$ cat src/hw/rtl/wsg8_pkg.sv
// wsg8_pkg: shared types, codes and default sizes of the 8-direction word search unit
// depends on nothing; imported by the top level, the controller and the datapath
package wsg8_pkg;

    // default sizes handed to the top level parameters
    localparam int DEF_MAX_ROWS = 32;
    localparam int DEF_MAX_COLS = 32;
    localparam int DEF_MAX_WORD = 8;

    // fixed field and register widths
    localparam int ROW_W   = 5;
    localparam int COL_W   = 5;
    localparam int CHAR_W  = 8;
    localparam int DIM_W   = 6;
    localparam int LEN_W   = 4;
    localparam int WORD_W  = 64;
    localparam int WORD_CH = 8;
    localparam int CFG_IDX_W = 2;
    // signed walk position, wide enough for -1 up to 256
    localparam int POS_W   = 10;
    // width of the row * cols + col address product before truncation
    localparam int AF_W    = 2 * POS_W;

    // configuration register indexes
    localparam logic [CFG_IDX_W-1:0] CFG_NUM_ROWS   = 2'd0;
    localparam logic [CFG_IDX_W-1:0] CFG_NUM_COLS   = 2'd1;
    localparam logic [CFG_IDX_W-1:0] CFG_WORD_LEN   = 2'd2;
    localparam logic [CFG_IDX_W-1:0] CFG_WORD_CHARS = 2'd3;

    // input action codes
    localparam logic ACT_WRITE = 1'b0;
    localparam logic ACT_QUERY = 1'b1;

    // last of the eight walk directions
    localparam logic [2:0] DIR_LAST = 3'd7;

    // controller states
    typedef enum logic [1:0] {
        ST_IDLE,
        ST_RUN,
        ST_RESULT
    } ctl_state_t;

    // controller to datapath commands
    typedef struct packed {
        logic wr;         // store the incoming cell
        logic start;      // capture the query start cell
        logic issue;      // read the cell at the walk position and step
        logic next_dir;   // restart the walk in the next direction
        logic set_found;  // record the query outcome
        logic found_val;
        logic out_load;   // move the outcome into the output register
    } dp_cmd_t;

    // datapath to controller status
    typedef struct packed {
        logic query_ok;    // start cell in area and word not empty
        logic pend_valid;  // a read is waiting for comparison
        logic pend_match;
        logic pend_last;   // waiting read holds the last word character
        logic issue_oob;   // walk position left the area
        logic all_issued;  // every character of the direction was read
        logic last_dir;
        logic out_free;    // output register can take a new transaction
    } dp_status_t;

    // row step of each direction
    function automatic logic signed [1:0] dir_dr(input logic [2:0] dir);
        logic signed [1:0] d;
        unique case (dir)
            3'd0, 3'd1, 3'd2: d = -2'sd1;
            3'd3, 3'd4:       d = 2'sd0;
            default:          d = 2'sd1;
        endcase
        return d;
    endfunction

    // column step of each direction
    function automatic logic signed [1:0] dir_dc(input logic [2:0] dir);
        logic signed [1:0] d;
        unique case (dir)
            3'd0, 3'd3, 3'd5: d = -2'sd1;
            3'd1, 3'd6:       d = 2'sd0;
            default:          d = 2'sd1;
        endcase
        return d;
    endfunction

endpackage

$ cat src/hw/rtl/wsg8_ctrl.sv
// wsg8_ctrl: controller state machine of the word search unit
// depends on wsg8_pkg; drives datapath commands from datapath status
module wsg8_ctrl
    import wsg8_pkg::*;
(
    input  logic       clk,
    input  logic       rst_n,
    input  logic       in_valid,
    input  logic       action,
    output logic       in_stall,
    input  dp_status_t st,
    output dp_cmd_t    cmd
);

    ctl_state_t state_reg, state_next;

    // state register
    always_ff @(posedge clk or negedge rst_n)
    begin
        if (!rst_n)
        begin
            state_reg <= ST_IDLE;
        end
        else
        begin
            state_reg <= state_next;
        end
    end

    // next state and commands
    always_comb
    begin
        state_next = state_reg;
        cmd        = '0;
        unique case (state_reg)
            ST_IDLE:
            begin
                if (in_valid)
                begin
                    if (action == ACT_QUERY)
                    begin
                        cmd.start  = 1'b1;
                        state_next = ST_RUN;
                    end
                    else
                    begin
                        cmd.wr = 1'b1;
                    end
                end
            end
            ST_RUN:
            begin
                priority if (!st.query_ok)
                begin
                    cmd.set_found = 1'b1;
                    cmd.found_val = 1'b0;
                    state_next    = ST_RESULT;
                end
                else if (st.pend_valid && st.pend_match && st.pend_last)
                begin
                    cmd.set_found = 1'b1;
                    cmd.found_val = 1'b1;
                    state_next    = ST_RESULT;
                end
                else if ((st.pend_valid && !st.pend_match) ||
                         (!st.all_issued && st.issue_oob))
                begin
                    // this direction fails
                    if (st.last_dir)
                    begin
                        cmd.set_found = 1'b1;
                        cmd.found_val = 1'b0;
                        state_next    = ST_RESULT;
                    end
                    else
                    begin
                        cmd.next_dir = 1'b1;
                    end
                end
                else if (!st.all_issued)
                begin
                    cmd.issue = 1'b1;
                end
                else
                begin
                    // wait for the last read to come back
                end
            end
            ST_RESULT:
            begin
                if (st.out_free)
                begin
                    cmd.out_load = 1'b1;
                    state_next   = ST_IDLE;
                end
            end
            default:
            begin
                state_next = ST_IDLE;
            end
        endcase
    end

    // new transactions only while idle
    assign in_stall = (state_reg != ST_IDLE);

endmodule

$ cat config.mk
export PLATFORM = sky130hd
export DESIGN_NAME = wsg8_ctrl
export DESIGN_NICKNAME = d
export VERILOG_FILES = /design/src/hw/rtl/wsg8_pkg.sv /design/src/hw/rtl/wsg8_ctrl.sv
export SDC_FILE = /design/constraint.sdc
export NUM_CORES = 1
export LEC_CHECK = 0
export BUFFER_PORTS_ARGS = -buffer_cell sky130_fd_sc_hd__buf_2
export CORE_AREA = 2 2 39 41
export CTS_CLUSTER_DIAMETER = 150
export DETAILED_ROUTE_END_ITERATION = 10
export DIE_AREA = 0 0 41 43
export GPL_TIMING_DRIVEN = 0
export PLACE_DENSITY = 0.48
export SLEW_MARGIN = 30
export SYNTH_ARGS = -nofsm -noshare
export SYNTH_HDL_FRONTEND = slang
export SYNTH_SLANG_ARGS = --single-unit
$ cat constraint.sdc
create_clock -name clk -period 1.6 [get_ports clk]
set_input_delay 0.16 -clock clk [delete_from_list [all_inputs] [get_ports clk]]
set_output_delay 0.16 -clock clk [all_outputs]
set_load 0.01 [all_outputs]
==> run_results.csv <==
group,metric,value,unit
status,outcome,"completed",
pwr,p_leak,0.216,nW
synth,avgSynthCellArea,8.45,um^2
final_layout,multiInputGateArea,175,um^2
global_route,grt_overflow,0,
final_layout,fill_cells,162,
sta,rsz0062_at_grt,"false",
global_route,grt_usage,0.0721,
drt,routed_wl,570,um
drt,num_vias,268,
clock_tree,clock_latency,0.22,ns
clock_tree,htreeDepth,1,
final_layout,final_util,0.278,
final_layout,largest_reg_flops,2,
placed_design,port_buffers,19,
pwr,power_frac_comb,0.466,
drt,drtPass1Iterations,2,
clock_tree,cts_made_buffers,3,
synth,synth_area_leaders,"dfrtp_1 (21%), nand3b_4 (8.5%), a311oi_2 (6.3%)",
floorplan,die_h,43,um
pwr,pwr-share-clk,0.284,
synth,syn_inst,28,
setup_path,cp-end-kind,"output port",
global_route,grt_max_degree,8,
setup_path,cp_max_fo,7,
synth,synth-seq-cells,2,
pwr,pwr-share-seq,0.250,
synth,syn_nets,40,
sta,finalMaxSlewViolations,0,
setup_path,worstPathRequired,1.44,ns
synth,seq_area_frac_synth,0.212,
floorplan,pin_count,20,
final_layout,final_cell_count_no_fill,67,
clock_tree,clock-root-buffer,"clkbuf_4",
clock_tree,cts.sinks,2,
global_route,antenna_found_initial,0,
synth,synth_area,236,um^2
synth,synth.top_cell.area_share,0.212,
sta,setup_viol,0,
clock_tree,clock_tree.buffer_depth,2,
sta,period_share,0.931,
sta,worst_pin_slew,0.254,ns
setup_path,worstSetupStartpointType,"flop",
pwr,netSwitchingFraction,0.365,
synth,yosysWarnings,0,
final_layout,drive_gt1_frac,0.549,
final_layout,final_nets,65,
floorplan,num_rows,14,
drt,drc,0,
sta,final.min_clock_period,1.49,ns
floorplan,dieWidth,41,um
sta,post-route-worst-setup-slack,0.110,ns
setup_path,critPathArrivalTime,1.33,ns
final_layout,antenna-diode-count,0,
global_route,grt_pass1_wl,807,um
final_layout,area_growth,62.4,%
clock_tree,clkTransAtPathRegs,0.03,ns
placed_design,pre_cts_slack,0.338,ns
sta,fin_skew,0.00306,ns
drt,drt_iter0_drc,3,
sta,relSlewSlack,0.830,
drt,drtAntennaViolNets,0,
synth,synth_top_area_cell,"dfrtp_1",
pwr,peakVddDrop,0.417,mV
pwr,p_per_area,1010,nW/um^2
drt,via_per_inst,4.00,
pwr,switching_power,142,uW
sta,hold_viol_final,0,
sta,max_freq,671,MHz
pwr,cellInternalPower,247,uW
clock_tree,cts_resized,0,
floorplan,start_util,0.171,
global_route,first_global_vias,243,
synth,ys_types,19,
job,max_cap_viol_count,0,
floorplan,core_region_area,1380,um^2
sta,tns,0,ns
worst_hold_path,hp-class,"input pin to flop",
setup_path,path_class,"flop to output port",
placed_design,placed_cells,63,
placed_design,gp_congestion,0.638,
clock_tree,cts_tree,"yes",
drt,wire_per_inst,8.51,um
final_layout,register_area,50.0,um^2
floorplan,die-area,1760,um^2
==> critical path, stage by stage (launching register included) <==
cell      delay (ns)
dfrtp_1         0.42
nand3b_4        0.18
nand2b_4        0.15
nor4_2          0.19
buf_2           0.16
==> layer usage <==
| layer | routed length, um | GRT usage | vias up |
|---|---|---|---|
| met1 | 232 | 0.0671 | 112 |
| met4 | 0 | 0.0800 | 0 |
| met3 | 59 | 0.0209 | 0 |
| li1 | - | - | 145 |
| met5 | 0 | 0 | - |
| met2 | 278 | 0.109 | 11 |
==> synthesized netlist by cell type <==
master,instances
and2b_1,1
nor2b_1,1
nand3_1,1
dfrtp_1,2
nor4_2,1
and3_2,1
inv_1,3
nand3b_4,1
a311oi_2,1
o21bai_1,1
o21a_1,1
nand2_1,3
nor3_1,1
o21ai_0,2
and3_4,1
nand2b_4,1
nor2_1,4
mux2_1,1
a41oi_1,1
==> path summary, 6_finish.rpt <==
check	cells after the start	endpoint	from	slack [ns]
min in group asynchronous	2	state_reg[1]$_DFFE_PN0P_	rst_n	0.25
max in group asynchronous	2	state_reg[0]$_DFFE_PN0P_	rst_n	1.25
worst min register to register	2	state_reg[1]$_DFFE_PN0P_	state_reg[1]$_DFFE_PN0P_	0.65
worst max register to register	3	state_reg[0]$_DFFE_PN0P_	state_reg[1]$_DFFE_PN0P_	0.56
worst max-delay path	4	cmd[4]	state_reg[1]$_DFFE_PN0P_	0.11
worst min-delay path	2	state_reg[1]$_DFFE_PN0P_	st[7]	0.21
==> layout make-up <==
type / instances / share of cell area
clock buffers: 3 / 0.0586
inverters: 3 / 0.0293
multi-input cells: 23 / 0.456
flip-flops and latches: 2 / 0.130
well taps: 16 / 0.0521
repair buffers: 20 / 0.274
==> power by group through the flow <==
stage | logic (mW) | clock network, mW | registers (mW)
2_1_floorplan | 0.120 | 0 | 0.0927
3_3_place_gp | 0.181 | 0 | 0.0989
3_5_place_dp | 0.183 | 0 | 0.0982
4_1_cts | 0.186 | 0.120 | 0.0974
5_1_grt | 0.202 | 0.121 | 0.104
6_report | 0.181 | 0.110 | 0.0972
==> placed cells by master, fill, tap and decap left out <==
cell,instances
o21ai_0,2
nand3_1,1
buf_2,19
nor2b_1,1
and3_2,1
and3_4,1
inv_1,3
a41oi_1,1
nor4_2,1
nand3b_4,1
mux2_1,1
nor2_1,4
a311oi_2,1
o21a_1,1
clkbuf_4,3
nand2b_4,1
and2b_1,1
nand2_1,3
o21bai_1,1
dfrtp_1,2
nor3_1,1
dlygate4sd3_1,1
==> cell families (layout without fill, tap and decap cells) <==
| logic type | Yosys count | count (layout) | synth area share |
|---|---|---|---|
| and+or+nand+nor | 16 | 16 | 0.487 |
| AOI/OAI and AO/OA | 6 | 6 | 0.206 |
| buffers and inverters | 3 | 26 | 0.0476 |
| muxes | 1 | 1 | 0.0476 |
| DFF | 2 | 2 | 0.212 |
==> what timing repair did <==
action | in CTS | in global routing
setup buffers | 0 | 0
hold endpoints to repair | 2 | 0
hold buffers | 1 | 0
==> metrics by stage <==
step           total power, mW  hold slack, ns  instance area [um^2]
5_1_grt                  0.427           0.225                   384
2_1_floorplan            0.212          -0.136                   236
3_5_place_dp             0.282         -0.0526                   352
4_1_cts                  0.403           0.212                   384
3_3_place_gp             0.280         -0.0537                   352
6_report                 0.389           0.213                   384
Power figures use the tool's default switching activity.
